===== src/sv/cssm_pkg.sv =====
// Shared types and codes for the community set masked match unit.
`timescale 1ns / 1ps

package cssm_pkg;

  // Operation codes
  localparam logic [1:0] OP_CLEAR  = 2'd0;
  localparam logic [1:0] OP_INSERT = 2'd1;
  localparam logic [1:0] OP_MATCH  = 2'd2;

  // Mask bit positions
  localparam int SEL_ASN = 0;
  localparam int SEL_VAL = 1;

  // Request payload
  typedef struct packed {
    logic [1:0]  operation;
    logic [15:0] comm_asn;
    logic [15:0] comm_value;
    logic [1:0]  match_mask;
  } req_t;

  // Result payload
  typedef struct packed {
    logic        hit;
    logic [6:0]  entry_total;
    logic [31:0] set_digest;
    logic        dropped_full;
  } rsp_t;

  // One stored community
  typedef struct packed {
    logic [15:0] asn;
    logic [15:0] val;
  } ent_t;

  // Search token handed from cell to cell
  typedef struct packed {
    logic        vld;
    logic        hit;
    logic [15:0] asn;
    logic [15:0] val;
    logic [1:0]  mask;
  } tok_t;

endpackage


===== src/sv/community_set_masked_match_unit.sv =====
// Top level of the community set masked match unit: control, summary, digest and cell chain.
//
//   channel   signals            direction  handshake
//   request   start, req, busy   in         taken when start && !busy
//   result    done, rsp          out        one-cycle strobe, always taken
//
// Clear, insert and unused codes give their result in the cycle after the request.
// A match that the OR summary rejects, or on an empty set, also answers in the cycle after the request.
// Any other match walks the cell chain, one cell a cycle, with busy high meanwhile; the result
// is registered once the token leaves the last cell. Reset empties the set at once.
// The receiver cannot stall; each result shows for exactly one cycle.
`timescale 1ns / 1ps

module community_set_masked_match_unit
  import cssm_pkg::*;
#(
  parameter int DEPTH = 64
) (
  input  logic clk,
  input  logic rst,
  input  logic start,
  input  req_t req,
  output logic busy,
  output logic done,
  output rsp_t rsp
);

  localparam int CW = $clog2(DEPTH + 1);

  typedef enum logic { S_IDLE, S_SEARCH } state_t;

  state_t      state;
  logic [CW-1:0] count;
  logic [31:0] or_summary;
  logic [31:0] digest;

  logic          accept;
  logic          full;
  logic          store;
  logic          reject;
  logic          launch;
  logic [CW-1:0] count_next;
  logic [31:0]   digest_ins;
  logic [31:0]   count_ext;
  logic [31:0]   or_summary_next;
  logic [31:0]   digest_next;

  ent_t ent_new;
  ent_t ent_q [DEPTH];
  tok_t tok   [DEPTH+1];

  assign accept = start && !busy;
  assign full   = (count >= CW'(DEPTH));
  assign store  = accept && (req.operation == OP_INSERT) && !full;

  // Summary test: a selected half with bits outside the OR cannot match
  assign reject = (req.match_mask[SEL_ASN] && ((or_summary[15:0] & req.comm_asn) != req.comm_asn))
               || (req.match_mask[SEL_VAL] &&
                   ((or_summary[31:16] & req.comm_value) != req.comm_value));
  assign launch = accept && (req.operation == OP_MATCH) && !reject && (count != '0);

  // h * 31 + (asn | value), wrapping
  assign digest_ins = (digest << 5) - digest + {16'd0, req.comm_asn | req.comm_value};

  // Count after this request
  always_comb begin
    count_next = count;
    if (accept) begin
      case (req.operation)
        OP_CLEAR:  count_next = '0;
        OP_INSERT: if (!full) count_next = count + CW'(1);
        default:   count_next = count;
      endcase
    end
  end

  assign count_ext = 32'(count_next);

  // Summary and digest after this request
  always_comb begin
    or_summary_next = or_summary;
    digest_next     = digest;
    case (req.operation)
      OP_CLEAR: begin
        or_summary_next = '0;
        digest_next     = '0;
      end
      OP_INSERT: begin
        if (!full) begin
          or_summary_next = or_summary | {req.comm_value, req.comm_asn};
          digest_next     = digest_ins;
        end
      end
      default: begin
        or_summary_next = or_summary;
        digest_next     = digest;
      end
    endcase
  end

  // Head of the chain
  assign ent_new.asn = req.comm_asn;
  assign ent_new.val = req.comm_value;

  assign tok[0].vld  = launch;
  assign tok[0].hit  = 1'b0;
  assign tok[0].asn  = req.comm_asn;
  assign tok[0].val  = req.comm_value;
  assign tok[0].mask = req.match_mask;

  // Cell chain; cells below the count hold live entries
  for (genvar i = 0; i < DEPTH; i++) begin : g_cell
    cssm_cell u_cell (
      .clk      (clk),
      .rst      (rst),
      .shift_en (store),
      .ent_in   ((i == 0) ? ent_new : ent_q[(i == 0) ? 0 : i - 1]),
      .ent_out  (ent_q[i]),
      .active   (count > CW'(i)),
      .tok_in   (tok[i]),
      .tok_out  (tok[i+1])
    );
  end

  // Control, set state and registered result
  always_ff @(posedge clk) begin
    if (rst) begin
      state      <= S_IDLE;
      busy       <= 1'b0;
      done       <= 1'b0;
      count      <= '0;
      or_summary <= '0;
      digest     <= '0;
    end else begin
      case (state)
        S_IDLE: begin
          // a launched search answers later from the chain
          done <= accept && !launch;
          if (accept) begin
            count            <= count_next;
            or_summary       <= or_summary_next;
            digest           <= digest_next;
            rsp.entry_total  <= count_ext[6:0];
            rsp.hit          <= 1'b0;
            rsp.dropped_full <= (req.operation == OP_INSERT) && full;
            rsp.set_digest   <= digest_next;
            if (launch) begin
              state <= S_SEARCH;
              busy  <= 1'b1;
            end
          end
        end
        S_SEARCH: begin
          done <= tok[DEPTH].vld;
          if (tok[DEPTH].vld) begin
            rsp.hit <= tok[DEPTH].hit;
            busy    <= 1'b0;
            state   <= S_IDLE;
          end
        end
        default: begin
          state <= S_IDLE;
          busy  <= 1'b0;
          done  <= 1'b0;
        end
      endcase
    end
  end

`ifndef SYNTHESIS
  a_done_not_busy : assert property (@(posedge clk) disable iff (rst) done |-> !busy)
    else $error("result strobe while search still running");
  a_tok_in_search : assert property (@(posedge clk) disable iff (rst)
    tok[DEPTH].vld |-> (state == S_SEARCH))
    else $error("search token left the chain outside a search");
  a_launch_busy : assert property (@(posedge clk) disable iff (rst) launch |=> busy)
    else $error("launched search did not raise busy");
  a_count_bound : assert property (@(posedge clk) disable iff (rst) count <= CW'(DEPTH))
    else $error("entry count above depth");
  a_count_hold : assert property (@(posedge clk) disable iff (rst) busy |=> $stable(count))
    else $error("entry count changed during a search");
`endif

endmodule


===== src/sv/cssm_cell.sv =====
// One cell of the community chain: holds an entry and checks a passing search token.
`timescale 1ns / 1ps

module cssm_cell
  import cssm_pkg::*;
(
  input  logic clk,
  input  logic rst,
  input  logic shift_en,
  input  ent_t ent_in,
  output ent_t ent_out,
  input  logic active,
  input  tok_t tok_in,
  output tok_t tok_out
);

  ent_t ent;
  logic agree;

  assign ent_out = ent;

  // Entry shifts toward the tail on every stored insert
  always_ff @(posedge clk) begin
    if (shift_en) begin
      ent <= ent_in;
    end
  end

  // Masked compare against the held entry
  assign agree = (!tok_in.mask[SEL_ASN] || (tok_in.asn == ent.asn)) &&
                 (!tok_in.mask[SEL_VAL] || (tok_in.val == ent.val));

  // Token moves one cell per cycle, collecting the hit
  always_ff @(posedge clk) begin
    if (rst) begin
      tok_out.vld <= 1'b0;
    end else begin
      tok_out.vld <= tok_in.vld;
    end
    tok_out.hit  <= tok_in.hit | (active & agree);
    tok_out.asn  <= tok_in.asn;
    tok_out.val  <= tok_in.val;
    tok_out.mask <= tok_in.mask;
  end

endmodule


===== config.mk =====
export PLATFORM = sky130hd
export DESIGN_NAME = community_set_masked_match_unit
export DESIGN_NICKNAME = d
export VERILOG_FILES = /design/src/sv/cssm_pkg.sv /design/src/sv/community_set_masked_match_unit.sv /design/src/sv/cssm_cell.sv
export SDC_FILE = /design/constraint.sdc
export NUM_CORES = 2
export LEC_CHECK = 0
export BUFFER_PORTS_ARGS = -buffer_cell sky130_fd_sc_hd__buf_2
export CAP_MARGIN = 30
export CORE_MARGIN = 10
export CORE_UTILIZATION = 62
export CTS_CLUSTER_DIAMETER = 50
export DETAILED_ROUTE_END_ITERATION = 6
export PLACE_DENSITY = 0.85
export REMOVE_ABC_BUFFERS = 1
export SLEW_MARGIN = 20
export SYNTH_ARGS = -nofsm -noshare
export SYNTH_HDL_FRONTEND = slang
export SYNTH_SLANG_ARGS = --single-unit

===== constraint.sdc =====
create_clock -name clk -period 122 [get_ports clk]
set_input_delay 24.4 -clock clk [delete_from_list [all_inputs] [get_ports clk]]
set_output_delay 24.4 -clock clk [all_outputs]
set_load 0.02 [all_outputs]

==> results.md <==
- After synthesis, the mean cell area works out to 16.99 um^2.
- The hold violation count in the final report is 0.
- The peak fanout along the critical path is 180.
- For this run, the top clock speed supported by timing is about 34 MHz.
- The first global-routing pass estimated between 400,000 and 500,000 um of wire.
- The worst-skew pair later-pin latency is 0.99 ns.
- After global routing the overflow that remains totals 0.
- The class of the most critical hold timing path is reg -> reg.
- The TritonCTS clock tree is yes.
- After detailed placement, the total cell area comes to 142,300 um^2.
- The synthesized netlist contains 68 unique library cells.
- Once detail routing completed, the nets flagged for antenna violations numbered 0.
- Prior to clock tree synthesis, the placed netlist has a worst setup slack of 90.82 ns.
- The final-layout worst hold slack is between 0.3 and 0.4 ns.
- The capturing element type of the critical path is a flop.
- The global routing stage identified its most utilized layer as met2.
- The required time of the critical path is 122.63 ns.
- Of the synthesized area, sequential elements account for 0.7948.
- Detailed placement finished with a half-perimeter wire length of 182,900 um.
- The buffering stage count on the worst path with inverters included is 8.
- The wire length per cell after detailed routing is 25.37 um.
- The number of vias in the routed layout is 68,050.
- For this run, the total global-route usage over all layers was measured as 0.2427.
- Measured along the x axis, the die boundary spans 491.7 um.
- In this run, synthesis inferred 2,089 flip-flops with an integrated enable.
- The total power density per cell area is 19.70 nW/um^2.
- The clock passes through at most 4 buffers.
- The Yosys step of the flow raised 0 warnings.
- Using the TritonRoute via totals, the vias-per-cell ratio works out to between 5 and 6.
- The number of buffers inserted to repair setup after CTS is 0.
- The max-slew violation count was 0.
- The detailed-route wire length is 302,700 um.
- The clock arrives with 0.05642 ns of skew.
- Traced cell by cell, the critical path runs through buf_2 > nor2_1 > nand2_1 > nor2_4 > buf_4 > buf_12 > buf_12 > buf_4 > buf_4 > buf_4 > buf_12.
- The family of cells with the greatest summed delay on the critical path is buffers and inverters.
- The number of hold buffers added after CTS is 0.
- Counting flops with an async set or reset pin after synthesis yields a share of 0.
- The area of the mapped netlist is 138,000 um^2.
- The number of antenna violations at the first check in global routing is 11.
- The number of sinks handled by clock tree synthesis is 4,433.
- The port buffer count is 81.
- The cell taking the most area after synthesis is edfxtp_1.
- In the final layout, the share of cells above drive strength 1 is 0.09136.
- Setup violations remaining at the end of the flow were counted as 0.
- In the global route stage, met3 resource usage came out at 0.04869.
- The smallest setup slack after layout is between 90 and 100 ns.
- The filler cells instantiated in the layout total 12,160.
- The cell area after layout is roughly 160,000 um^2.
- After routing, the total negative slack on setup checks comes to 0 ns.
- After synthesis the netlist holds a flip-flop and latch count of 4,433.
- The worst path needs 29.76 ns of the cycle, external delays included.
- By area the synthesized netlist is led by edfxtp_1 (45%), dfxtp_1 (34%), xor2_1 (7.5%).
- For this run, global-route usage on met1 was measured as 0.2867.
- The first detailed-routing pass ran for 7 iterations.
- Of the available clock period, the critical path in the final layout requires 0.2440.
- The main flop type after synthesis is dfxtp_1.
- The critical path arrival is between 30 and 40 ns.
- The cell count after synthesis is 8,118.
- The largest individual stage delay along the critical path comes from the cell buf_4.
- The slew of the pin with the lowest slew margin is 1.056 ns.
- The headroom to the max-slew limit is 0.2958.
- Compared with the post-synthesis result, the final layout area differs by 13.16%.
- The tool flagged a number of max-cap violations equal to 0.
- STA classifies the critical path startpoint as an input pin.
- The run finished, with violations left.
- In this run the number of H-tree levels came out at 5.
- After detailed routing, the number of remaining DRC violations is 1.
- The worst-case IR drop observed on VDD is between 0.01 and 0.015 mV.
- Setup repair after global routing left no endpoint under its margin.
- The peak per-stage delay on the critical path is 0.85 ns.
- The final reports fail on DRC.
- The row count is 173.
- The via count of the first global-routing pass is 72,680.
- The leakage power is 56.26 nW.
- The buffer type at the clock tree root is clkbuf_16.
- The starting utilization of the core area is 0.6218.
- Counting the buffers created by CTS gives between 400 and 500.
- The global routing met2 resource utilization is 0.4333.
- After clock tree synthesis, the repair step resized 0 gates.
- Entering global routing, the biggest net connects 185 pins.
- The area of the placeable core is roughly 220,000 um^2.
- In this run the count of I/O pins placed on the die edge is ~80.
- The register clock-pin slew on the reported worst setup and hold paths is ~0.070 ns.
- The vertical extent of the die is a little under 500 um.
- The top cell type's share of synthesized area is 0.4547.
- The most numerous cell on the critical path is buf_4.
- The first routing iteration left 7,092 violations.
- The critical path is of the in -> reg type.
- The die covers about 240,000 um^2.
- The net total in the final layout is 8,718.
- The global placement routability congestion is 0.8916.
[synth_stat cells (4+ instances only)]
| cell type | n |
|---|---|
| dfxtp_1 | 2344 |
| edfxtp_1 | 2089 |
| xor2_1 | 1181 |
| xnor2_1 | 893 |
| nand4_1 | 303 |
| nor4_1 | 294 |
| a21oi_1 | 122 |
| nand2_1 | 102 |
| nor2_1 | 101 |
| inv_1 | 78 |
| nor2b_1 | 78 |
| o41ai_1 | 57 |
| clkbuf_1 | 55 |
| a21o_1 | 54 |
| ha_1 | 54 |
| o21ai_0 | 49 |
| a22o_1 | 39 |
| a31o_2 | 20 |
| or2_2 | 17 |
| nand3_1 | 15 |
| nor3_1 | 13 |
| fa_1 | 12 |
| a22oi_1 | 10 |
| nand2b_1 | 10 |
| a222oi_1 | 9 |
| a32o_1 | 9 |
| or3_1 | 8 |
| a211oi_1 | 6 |
| and3_1 | 6 |
| and2_1 | 5 |
| o2111ai_1 | 5 |
| o211ai_1 | 5 |
| o22ai_1 | 5 |
| a221o_1 | 4 |
| a31oi_1 | 4 |
| a32oi_1 | 4 |
| buf_2 | 4 |
[worst reg2reg max path, delay by kind of cell, from the launching register on]
kind	cells	cell delay (ns)
buffers and inverters	7	4.65
and+or+nand+nor	3	1.13
DFF	1	0.32
[cell usage in the layout (no fill, tap or decap), types with 97 or more instances in the layout]
| master | Yosys | layout |
|---|---|---|
| xnor2_1 | 893 | 893 |
| clkbuf_1 | 55 | 107 |
| nand2_1 | 102 | 102 |
| edfxtp_1 | 2089 | 2089 |
| a21oi_1 | 122 | 122 |
| nor4_1 | 294 | 294 |
| nor2_1 | 101 | 97 |
| nand4_1 | 303 | 303 |
| xor2_1 | 1181 | 1181 |
| dfxtp_1 | 2344 | 2342 |
| clkbuf_16 | 0 | 429 |
[report_power, final]
group          switching (mW)  internal [mW]
Combinational          0.0814         0.0525
Clock                   0.549          0.740
Sequential             0.0446           1.61
Total                   0.675           2.40
[final timing paths]
kind                           startpoint                            end  slack [ns]  cells after the start
max                               req[35]  g_cell[37].u_cell.ent_out[11]       92.24                     11
min          g_cell[48].u_cell.tok_out[6]   g_cell[49].u_cell.tok_out[6]        0.33                      0
max reg2reg                      count[6]  g_cell[37].u_cell.ent_out[11]      115.56                     10
min reg2reg  g_cell[48].u_cell.tok_out[6]   g_cell[49].u_cell.tok_out[6]        0.33                      0
[sequential cells by signal, summed over array words and instances, names as in the netlist]
| register | flops |
|---|---|
| g_cell.u_cell.ent_out | 2048 |
| g_cell.u_cell.tok_out | 2270 |
| done | 1 |
| or_summary | 32 |
| digest | 32 |
| rsp | 41 |
| count | 7 |
| state | 1 |
| busy | 1 |
[stage by stage]
| stage | std cells | total power [mW] | util |
|---|---|---|---|
| floorplan | 8055 | 1.836 | - |
| global placement | 11150 | 1.803 | 0.6409 |
| detailed placement | 11160 | 1.808 | 0.6416 |
| CTS | 11920 | 3.083 | 0.7027 |
| global route | 11930 | 3.153 | 0.7036 |
| finish | 11930 | 3.076 | 0.7036 |
[metal layers]
metal / part of all wire / wire length [um] / up-vias
met5: 0.00042 / 127 / -
met4: 0.044 / 13440 / 16
met3: 0.068 / 20730 / 802
met1: 0.37 / 110800 / 34340
li1: - / - / 29960
met2: 0.52 / 157600 / 2933
[logic make-up (layout without fill, tap and decap cells)]
logic type,count (synthesis),after routing,share of synthesized area
compound gates,439,439,0.02295
xor+xnor,2074,2074,0.1317
fa+ha+maj,66,66,0.006639
buf+inv,142,978,0.004009
flops,4433,4433,0.7948
other cells,0,5,0
simple gates,964,964,0.03992
[area by class of cell]
class	instances	area [um^2]	area share
sequential	4433	109700	0.7024
multi-input combinational	3543	27790	0.1780
clock buffer	592	11910	0.07627
tap	2975	3722	0.02384
clock inverter	166	1665	0.01067
timing repair buffer	141	1069	0.006844
inverter	79	296.5	0.001899
antenna	5	12.51	0.00008015
Power figures use the tool's default switching activity.
